==> src/assert_macros.svh <==
// assertion helpers shared by the rtl
`ifndef ASSERT_MACROS_SVH
`define ASSERT_MACROS_SVH

// same-cycle implication, disabled in reset
`define VMAF_ASSERT_IMPL(label, clk, rst_n, ante, cons) \
  label: assert property (@(posedge clk) disable iff (!rst_n) (ante) |-> (cons)) \
    else $error("assertion failed");

// next-cycle implication, disabled in reset
`define VMAF_ASSERT_NEXT(label, clk, rst_n, ante, cons) \
  label: assert property (@(posedge clk) disable iff (!rst_n) (ante) |=> (cons)) \
    else $error("assertion failed");

`endif

==> src/vmaf_pkg.sv <==
`timescale 1ns / 1ps

package vmaf_pkg;

  localparam int DATA_W     = 16;
  localparam int COEF_IDX_W = 10;
  localparam int CH_W       = 3;
  localparam int NCH_REG_W  = 4;
  localparam int ORD_REG_W  = 5;
  localparam int CFG_IDX_W  = 2;
  localparam int CFG_DATA_W = 5;
  localparam int PROD_W     = 2 * DATA_W;
  localparam int FRAC_SHIFT = 14;

  localparam logic [CFG_IDX_W-1:0] CFG_NUM_CHANNELS = 2'd0;
  localparam logic [CFG_IDX_W-1:0] CFG_FILTER_ORDER = 2'd1;

  localparam logic CMD_COEF   = 1'b0;
  localparam logic CMD_SAMPLE = 1'b1;

  typedef enum logic [3:0] {
    S_IDLE  = 4'b0001,
    S_RUN   = 4'b0010,
    S_DRAIN = 4'b0100,
    S_DONE  = 4'b1000
  } state_t;

  typedef struct packed {
    logic signed [DATA_W-1:0] filtered;
    logic                     clipped;
  } mac_res_t;

endpackage

==> src/vmaf_mac.sv <==
`timescale 1ns / 1ps

module vmaf_mac import vmaf_pkg::*; #(
  parameter int ACC_W = 40
) (
  input  logic                     clk,
  input  logic                     rst_n,
  input  logic                     load,
  input  logic signed [DATA_W-1:0] init_sample,
  input  logic                     vld,
  input  logic signed [DATA_W-1:0] hist,
  input  logic signed [DATA_W-1:0] coef,
  output logic                     busy,
  output mac_res_t                 res
);

  localparam int Y_W = ACC_W - FRAC_SHIFT;

  logic signed [PROD_W-1:0] prod_r;
  logic                     prod_vld_r;
  logic signed [ACC_W-1:0]  acc_r;
  logic signed [ACC_W-1:0]  biased;
  logic signed [Y_W-1:0]    y;
  logic                     hi;
  logic                     lo;

  always_ff @(posedge clk) begin
    if (!rst_n) begin
      prod_vld_r <= 1'b0;
    end else begin
      prod_vld_r <= vld;
    end
  end

  always_ff @(posedge clk) begin
    if (vld) begin
      prod_r <= hist * coef;
    end
    if (load) begin
      acc_r <= ACC_W'(init_sample) <<< FRAC_SHIFT;
    end else if (prod_vld_r) begin
      acc_r <= acc_r + ACC_W'(prod_r);
    end
  end

  // round half up, then clamp to q1.15
  always_comb begin
    biased = acc_r + ACC_W'(1 << (FRAC_SHIFT - 1));
    y      = Y_W'(biased >>> FRAC_SHIFT);
    hi     = y > Y_W'(32767);
    lo     = y < -Y_W'(32768);
    res.clipped = hi || lo;
    if (hi) begin
      res.filtered = 16'sh7fff;
    end else if (lo) begin
      res.filtered = -16'sh8000;
    end else begin
      res.filtered = DATA_W'(y);
    end
  end

  assign busy = prod_vld_r;

endmodule

==> config.mk <==
export PLATFORM = sky130hd
export DESIGN_NAME = vmaf_mac
export DESIGN_NICKNAME = d
export VERILOG_FILES = /design/src/assert_macros.svh /design/src/vmaf_pkg.sv /design/src/vmaf_mac.sv
export SDC_FILE = /design/constraint.sdc
export NUM_CORES = 1
export LEC_CHECK = 0
export BUFFER_PORTS_ARGS = -buffer_cell sky130_fd_sc_hd__buf_4
export CAP_MARGIN = 20
export CORE_ASPECT_RATIO = 1.4
export CORE_MARGIN = 2
export CORE_UTILIZATION = 60
export CTS_BUF_LIST = sky130_fd_sc_hd__clkbuf_8 sky130_fd_sc_hd__clkbuf_16
export CTS_CLUSTER_DIAMETER = 30
export DETAILED_ROUTE_END_ITERATION = 8
export GPL_TIMING_DRIVEN = 0
export PLACE_DENSITY = 0.79
export SKIP_LAST_GASP = 1
export SYNTH_ARGS = -nofsm -noshare
export SYNTH_HDL_FRONTEND = slang
export SYNTH_SLANG_ARGS = --single-unit
==> constraint.sdc <==
create_clock -name clk -period 8.65 [get_ports clk]
set_input_delay 0.865 -clock clk [delete_from_list [all_inputs] [get_ports clk]]
set_output_delay 0.865 -clock clk [all_outputs]
set_load 0.01 [all_outputs]
==> results.sh, run 1 <==
export IMPL_drt_vias_per_instance=5.75
export IMPL_crit_type="primary input to register"
export IMPL_ctsHtreeMaxLevel=3
export IMPL_antenna_left=0
export IMPL_drtIter0Drc=705
export IMPL_cts_tree="yes"
export IMPL_slew_violations=0
export IMPL_drc=0
export IMPL_cts_root_buf="clkbuf_16"
export IMPL_insertion_delay_ns=0.34
export IMPL_synthToLayoutAreaGrowth_pct=7.85
export IMPL_cp_max_fo=10
export IMPL_rsz0062_at_grt="false"
export IMPL_hold_class="register to register"
export IMPL_ys_seq_area_share_pct=13.2
export IMPL_cts_setup_buffers=0
export IMPL_n_fill_cell=2061
export IMPL_setup_tns_ns=0
export IMPL_syn_inst=1719
export IMPL_busiest_layer="met2"
export IMPL_clk_pin_slew_ns=0.06
export IMPL_hold_path_depth=2
export IMPL_first_global_vias=12838
export IMPL_yosys_top_cells_count="inv_1, fa_1, nand2_1"
export IMPL_grtUsageMet2_pct=50.1
export IMPL_worstHoldEndpoint="acc_r[4]"
export IMPL_worst_ep_arrival_time_ns=7.47
export IMPL_post_route_period_util_pct=85.1
export IMPL_cts_buffers=9
export IMPL_avgSynthCellArea_um2=9.03
export IMPL_place_congestion=1.01
export IMPL_grt_use_total_pct=27.9
export IMPL_fmax_mhz=136
export IMPL_synth_area_leaders="fa_1, edfxtp_1, ha_1"
export IMPL_max_clock_path_buffers=2
export IMPL_nets=2235
export IMPL_antenna_found_initial=0
export IMPL_regArea_um2=2040
export IMPL_outcome="complete, no violations"
export IMPL_async_flop_share_pct=0
export IMPL_r2r_start="prod_r[0]"
export IMPL_synth_edf_count=58
export IMPL_yosys_area_top_type="fa_1"
export IMPL_core_um2=25400
export IMPL_yosysTopAreaCellShare_pct=33.9
export IMPL_r2r_setup_slack_ns=4.98
export IMPL_die_height_um=194
export IMPL_initial_core_util_pct=61.1
export IMPL_syn_num_nets=2156
export IMPL_worst_pin_slew_ns=0.741
export IMPL_drtPass1Iterations=6
export IMPL_ff2ff_path_depth=11
export IMPL_die_area_um2=27200
export IMPL_met3_usage_pct=2.51
export IMPL_start_kind="primary input"
export IMPL_io_pins=70
export IMPL_synth_seq_cells=73
export IMPL_syn_area_um2=15500
export IMPL_cts_resized_gates=0
export IMPL_fin_util_pct=65.9
export IMPL_rows=69
export IMPL_hold_viol=0
export IMPL_cts_sinks=73
export IMPL_hp_start="acc_r[4]"
export IMPL_dpl_hpwl_mm=31.0
export IMPL_ctsHoldBuffers=0
export IMPL_timing_final_crit_period_ns=7.36
export IMPL_setup_viol=0
export IMPL_wirelength_mm=36.5
export IMPL_multiInputGateArea_um2=12000
export IMPL_maxSlewHeadroom_pct=50.6
export IMPL_grt_pass1_wl_mm=61.4
export IMPL_yosys_warnings=0
export IMPL_wl_per_cell_um=17.2
export IMPL_diodes=0
export IMPL_yosysMostFrequentCell="inv_1"
export IMPL_drive_gt1_share_pct=6.93
export IMPL_dieWidth_um=140
export IMPL_fin_worst_skew_ns=0.00555
export IMPL_crit_path_end_kind="register"
export IMPL_grt_overflow_total=0
export IMPL_critPathRequiredTime_ns=8.75
export IMPL_via_count=12199
export IMPL_cap_violations=0
export IMPL_grt_max_degree=34
export IMPL_hold_ws_ns=0.506
export IMPL_use_met1_pct=34.5
export IMPL_synth_cell_type_count=75
export IMPL_r2r_end="acc_r[34]"
export IMPL_port_buffers=68
export IMPL_ys_flop_type="edfxtp_1"
-- through the flow --
stage / std cells / cell area (um^2) / setup WS (ns)
floorplan: 1719 / 15500 / 1.93
CTS: 2122 / 16700 / 1.28
finish: 2122 / 16700 / 1.29
global placement: 2106 / 16400 / 1.04
detailed placement: 2106 / 16400 / 0.947
global route: 2122 / 16700 / 0.679
-- layout make-up --
cell class              count  share of cell area (%)
clock inverters             7                   0.501
multi-input cells        1248                    71.4
repair buffers             68                    3.05
flip-flops and latches     73                    12.2
inverters                 341                    7.65
well taps                 319                    2.38
clock buffers               9                    1.35
plain buffers              57                    1.48
-- cell usage in the layout, fill, tap and decap left out, drive strengths merged, types with 6 or more instances in the layout --
cell type  count
a2111oi        7
a211oi         9
a21o          24
a21oi         74
a31oi         11
and2         139
and3          17
buf           79
clkbuf        55
dfxtp         15
edfxtp        58
fa           263
ha           122
inv          344
mux2i         11
nand2        173
nand2b        12
nand3         24
nand4         12
nor2          72
nor3          20
o2111ai        6
o211ai        15
o21a           9
o21ai         66
o21bai         7
o31ai          7
o41ai          6
or2            8
xnor2         52
xor2          29
-- cells by family (layout without fill, tap and decap cells) --
family	Yosys count	count (layout)	synth area share, %
xor gates and xnor gates	81	81	4.62
AOI/OAI and AO/OA	272	272	11.7
buffers and inverters	398	482	9.84
muxes	11	11	0.709
and+or+nand+nor	499	499	16.2
adders and majority gates	385	385	43.8
DFF	73	73	13.2
-- sequential cells by signal (all words and copies together), names as in the netlist --
register	cells
busy	1
prod_r	32
acc_r	40
-- critical path: stages --
cell and delay [ns]:
buf_4 0.14, clkbuf_1 0.47, nand2_1 0.17, fa_1 0.57, inv_1 0.06, fa_1 0.50
inv_1 0.05, fa_1 0.47, inv_1 0.06, fa_1 0.51, fa_1 0.54, inv_1 0.05
fa_1 0.52, inv_1 0.04, ha_1 0.37, nand2_1 0.10, o21ai_0 0.13, o41ai_1 0.39
nand2_1 0.26, a2111oi_0 0.43, o21bai_1 0.19, mux2i_1 0.14, a2111oi_0 0.42
-- how the worst max path moves through the flow --
stage	start	to	slack [ns]
6_report	hist[5]	prod_r[29]	1.29
5_1_grt	hist[6]	prod_r[29]	0.68
4_1_cts	hist[5]	prod_r[29]	1.28
3_5_place_dp	hist[5]	prod_r[29]	0.95
3_3_place_gp	coef[5]	prod_r[29]	1.04
2_1_floorplan	hist[15]	prod_r[29]	1.93
-- layer usage --
metal  part of all wire, %  wire length (um)
met1                    39             14100
met2                    52             18900
met3                   6.0              2180
met4                   3.7              1340
met5                     0                 0
Power of run 1 is not shown: default switching activity piles up to over one toggle a cycle in this logic, so the estimate is an artifact.
==> run 2, diff against run 1 <==
CORE_MARGIN = 4   (was 2)
CTS_CLUSTER_SIZE = 16   (was unset)
==> run 2 against run 1 <==
  * Die area increased by 5.0%
  * Clock skew is 0.0030 ns higher
  * First-iteration DRC count rose by 8.5%
  * Setup slack worse by 0.099 ns
  * Critical endpoint unchanged
==> results.sh, run 2 (synthesis gave the netlist of run 1 again) <==
export IMPL_cts_root_buf="clkbuf_16"
export IMPL_slew_violations=0
export IMPL_hold_class="register to register"
export IMPL_drt_vias_per_instance=5.72
export IMPL_cts_setup_buffers=0
export IMPL_cts_buffers=9
export IMPL_max_clock_path_buffers=2
export IMPL_worst_path_largest_cell_delay_ns=0.54
export IMPL_insertion_delay_ns=0.34
export IMPL_cts_tree="yes"
export IMPL_wl_per_cell_um=17.6
export IMPL_antenna_found_initial=0
export IMPL_slowest_stage="fa_1"
export IMPL_dp_slack_ns=0.894
export IMPL_worst_slack_ns=1.19
export IMPL_wirelength_mm=37.4
export IMPL_drc=0
export IMPL_crit_path_end_kind="register"
export IMPL_rsz0062_at_grt="false"
export IMPL_path_buf_inv=7
export IMPL_critPathRequiredTime_ns=8.74
export IMPL_layout_commonest_cell="inv_1"
export IMPL_grt_use_total_pct=27.8
export IMPL_timing_final_crit_period_ns=7.46
export IMPL_cp_max_fo=10
export IMPL_crit_type="primary input to register"
export IMPL_drive_gt1_share_pct=6.93
export IMPL_synthToLayoutAreaGrowth_pct=7.85
export IMPL_final_cell_mix="inv_1, fa_1, nand2_1, and2_1, ha_1"
export IMPL_die_height_um=198
export IMPL_die_area_um2=28500
export IMPL_ctsHoldBuffers=0
export IMPL_antenna_left=0
export IMPL_grt_max_degree=34
export IMPL_dpl_hpwl_mm=32.0
export IMPL_clk_pin_slew_ns=0.06
export IMPL_r2r_setup_slack_ns=5.09
export IMPL_setup_tns_ns=0
export IMPL_path_delay_family="adder cells"
export IMPL_largest_reg_flops=40
export IMPL_port_buffers=68
export IMPL_initial_core_util_pct=60.9
export IMPL_largest_register="acc_r"
export IMPL_grt_pass1_wl_mm=62.8
export IMPL_via_count=12130
export IMPL_maxSlewHeadroom_pct=52.3
export IMPL_outcome="complete, no violations"
export IMPL_fmax_mhz=134
export IMPL_drtPass1Iterations=5
export IMPL_start_kind="primary input"
export IMPL_core_um2=25500
export IMPL_post_route_period_util_pct=86.3
export IMPL_ctsHtreeMaxLevel=3
export IMPL_nets=2235
export IMPL_cts_sinks=73
export IMPL_worst_ep_arrival_time_ns=7.55
export IMPL_setup_viol=0
export IMPL_crit_top_cell="fa_1"
export IMPL_grt_overflow_total=0
export IMPL_drtIter0Drc=765
export IMPL_place_congestion=0.978
export IMPL_io_pins=70
export IMPL_cts_resized_gates=0
export IMPL_rows=69
export IMPL_path_cells="buf_4, clkbuf_1, nand2_1, inv_1, fa_1, inv_1, fa_1, inv_1, fa_1, fa_1, fa_1, inv_1, fa_1, inv_1, ha_1, a21o_1, a21oi_1, o21ai_0, a22o_1, a2111oi_0, o21bai_1, mux2i_1, a2111oi_0"
export IMPL_hold_viol=0
export IMPL_cap_violations=0
export IMPL_worst_pin_slew_ns=0.716
export IMPL_first_global_vias=12797
export IMPL_fin_worst_skew_ns=0.00855
export IMPL_diodes=0
export IMPL_dieWidth_um=144
-- run 2: layout make-up --
| cell class | count | area [um^2] |
|---|---|---|
| buffer | 57 | 248 |
| timing repair buffer | 68 | 510 |
| clock inverter | 7 | 83.8 |
| inverter | 341 | 1280 |
| clock buffer | 9 | 225 |
| multi-input combinational | 1248 | 12000 |
| fill | 2092 | 8730 |
| sequential | 73 | 2040 |
| tap | 319 | 399 |
-- run 2: final timing paths --
check,from,endpoint,cells past startpoint
worst min-delay path,acc_r[4],acc_r[4],2
worst max-delay path,coef[2],prod_r[29],23
worst min register to register,acc_r[4],acc_r[4],2
worst max register to register,acc_r[0],acc_r[36],11
-- run 2: worst reg2reg max path, stage by stage (launching register included) --
cell and delay [ns]:
dfxtp_1 0.34, ha_1 0.21, inv_1 0.07, fa_1 0.39, nor2b_1 0.19, o2111ai_1 0.18
a2111oi_1 0.63, nor2_1 0.17, o21a_1 0.30, o41ai_2 0.54, o21a_1 0.19, o211ai_1 0.10
-- run 2: per-layer routing --
layer | routed length [um] | vias up | track usage (%)
li1 | - | 5671 | -
met1 | 14500 | 5931 | 33.9
met2 | 19100 | 431 | 49.6
met3 | 2200 | 97 | 3.55
met4 | 1600 | 0 | 10.9
met5 | 0 | - | 0
-- run 2: through the flow --
step | utilization [%] | area, um^2 | hold WS [ns] | cells
2_1_floorplan | - | 15500 | 0.463 | 1719
3_3_place_gp | 64.5 | 16400 | 0.474 | 2106
3_5_place_dp | 64.5 | 16400 | 0.492 | 2106
4_1_cts | 65.7 | 16700 | 0.511 | 2122
5_1_grt | 65.7 | 16700 | 0.536 | 2122
6_report | 65.7 | 16700 | 0.506 | 2122
Power of run 2 is left out for the same reason.
==> run 3, diff against run 2 <==
ABC_AREA = 1   (was unset)
==> run 3 against run 2 <==
  * Final area up 6.1%
  * Sequential cell count unchanged
  * Routed wire length is 30% higher
  * Cell count rose by 27%
  * First-iteration DRC count rose by 2.6%
  * Worst hold slack lost 0.036 ns
  * Utilization is 0.19 points lower
  * Fmax about the same
  * Critical path type unchanged
  * Highest routed layer unchanged
==> results.sh, run 3 <==
export IMPL_cts_resized_gates=0
export IMPL_grt_pass1_wl_mm=78.0
export IMPL_clk_pin_slew_ns=0.06
export IMPL_cts_setup_buffers=0
export IMPL_rsz0062_at_grt="false"
export IMPL_multiInputGateArea_um2=12100
export IMPL_ys_seq_area_share_pct=12.3
export IMPL_ctsHoldBuffers=0
export IMPL_worst_pin_slew_ns=0.840
export IMPL_yosys_warnings=0
export IMPL_core_um2=27100
export IMPL_outcome="complete, no violations"
export IMPL_cts_sinks=73
export IMPL_yosysMostFrequentCell="nand2_1"
export IMPL_post_route_period_util_pct=86.4
export IMPL_antenna_found_initial=0
export IMPL_setup_viol=0
export IMPL_critPathRequiredTime_ns=8.72
export IMPL_synth_seq_cells=73
export IMPL_cts_tree="yes"
export IMPL_avgSynthCellArea_um2=7.32
export IMPL_antenna_left=0
export IMPL_crit_path_end_kind="register"
export IMPL_drtPass1Iterations=5
export IMPL_largest_register="acc_r"
export IMPL_regArea_um2=2040
export IMPL_synth_cell_type_count=42
export IMPL_dieWidth_um=149
export IMPL_dpl_hpwl_mm=42.4
export IMPL_cap_violations=0
export IMPL_rows=71
export IMPL_grt_overflow_total=0
export IMPL_drtIter0Drc=785
export IMPL_largest_reg_flops=40
export IMPL_die_height_um=205
export IMPL_maxSlewHeadroom_pct=43.8
export IMPL_cp_max_fo=10
export IMPL_syn_inst=2273
export IMPL_hold_viol=0
export IMPL_yosys_area_top_type="fa_1"
export IMPL_cts_buffers=9
export IMPL_drc=0
export IMPL_nets=2763
export IMPL_die_area_um2=30500
export IMPL_n_fill_cell=2472
export IMPL_synth_area_leaders="fa_1, nand2_1, inv_1"
export IMPL_cts_root_buf="clkbuf_16"
export IMPL_fmax_mhz=134
export IMPL_drt_vias_per_instance=5.40
export IMPL_ys_flop_type="edfxtp_1"
export IMPL_timing_final_crit_period_ns=7.47
export IMPL_drive_gt1_share_pct=4.42
export IMPL_place_congestion=1.01
export IMPL_synth_edf_count=58
export IMPL_crit_type="primary input to register"
export IMPL_wl_per_cell_um=18.1
export IMPL_insertion_delay_ns=0.34
export IMPL_yosys_top_cells_count="nand2_1, inv_1, fa_1"
export IMPL_max_clock_path_buffers=2
export IMPL_grt_max_degree=34
export IMPL_via_count=14561
export IMPL_syn_area_um2=16600
export IMPL_setup_tns_ns=0
export IMPL_slew_violations=0
export IMPL_hold_class="register to register"
export IMPL_layout_commonest_cell="nand2_1"
export IMPL_async_flop_share_pct=0
export IMPL_start_kind="primary input"
export IMPL_grt_use_total_pct=33.2
export IMPL_fin_worst_skew_ns=0.00919
export IMPL_wirelength_mm=48.8
export IMPL_syn_num_nets=2710
export IMPL_port_buffers=41
export IMPL_initial_core_util_pct=61.4
export IMPL_ctsHtreeMaxLevel=3
export IMPL_diodes=0
export IMPL_io_pins=70
export IMPL_worst_ep_arrival_time_ns=7.54
export IMPL_first_global_vias=15473
export IMPL_synthToLayoutAreaGrowth_pct=6.79
export IMPL_yosysTopAreaCellShare_pct=31.7
export IMPL_final_cell_mix="nand2_1, inv_1, fa_1, nor2_1, ha_1"
==> run 3: through the flow <==
step	util [%]	instances	hold WS [ns]	worst slack, ns	area, um^2
2_1_floorplan	-	2273	0.432	2.04	16600
3_3_place_gp	64.2	2679	0.445	0.853	17400
3_5_place_dp	64.3	2680	0.455	0.788	17400
4_1_cts	65.5	2696	0.471	1.15	17800
5_1_grt	65.5	2696	0.490	0.862	17800
6_report	65.5	2696	0.471	1.18	17800
==> run 3: worst max-delay path, cell delays in order <==
cell      delay, ns
clkbuf_1       0.27
clkbuf_1       0.61
nand2_1        0.25
fa_1           0.63
inv_1          0.08
fa_1           0.91
fa_1           0.51
fa_1           0.47
fa_1           0.54
inv_1          0.05
fa_1           0.52
inv_1          0.04
ha_1           0.34
nand2_1        0.14
nor2_1         0.20
nor3b_1        0.30
nand4_1        0.15
nand3_1        0.30
a21oi_1        0.14
xor2_1         0.19
==> run 3: cells by family (layout without fill, tap and decap cells) <==
group           after synthesis  in the layout  synth area share [%]
simple gates                902            902                  22.3
xor+xnor                     65             65                  3.42
flops                        73             73                  12.3
fa+ha+maj                   385            385                  40.8
buf+inv                     643            701                  14.7
compound gates              205            205                  6.50
==> run 3: final timing paths <==
| path | startpoint | endpoint | slack (ns) | depth (start not counted) |
|---|---|---|---|---|
| worst max-delay path | coef[5] | prod_r[31] | 1.18 | 20 |
| worst min-delay path | acc_r[7] | acc_r[7] | 0.47 | 2 |
| worst max register to register | acc_r[0] | acc_r[26] | 5.70 | 15 |
| worst min register to register | acc_r[7] | acc_r[7] | 0.47 | 2 |
==> run 3: final cells by class <==
cell class | instances | share of cell area [%]
clock buffers | 9 | 1.27
repair buffers | 42 | 1.85
flip-flops and latches | 73 | 11.5
multi-input cells | 1557 | 68.4
clock inverters | 7 | 0.669
inverters | 575 | 12.2
well taps | 365 | 2.57
plain buffers | 68 | 1.57
==> run 3: routing by layer <==
layer / global-route usage (%) / wire length, um / vias up
met2: 61.9 / 25400 / 549
met3: 3.76 / 2560 / 196
met4: 21.6 / 4070 / 0
met5: 0 / 0 / -
met1: 34.8 / 16800 / 6940
li1: - / - / 6876
Power of run 3 is left out for the same reason.
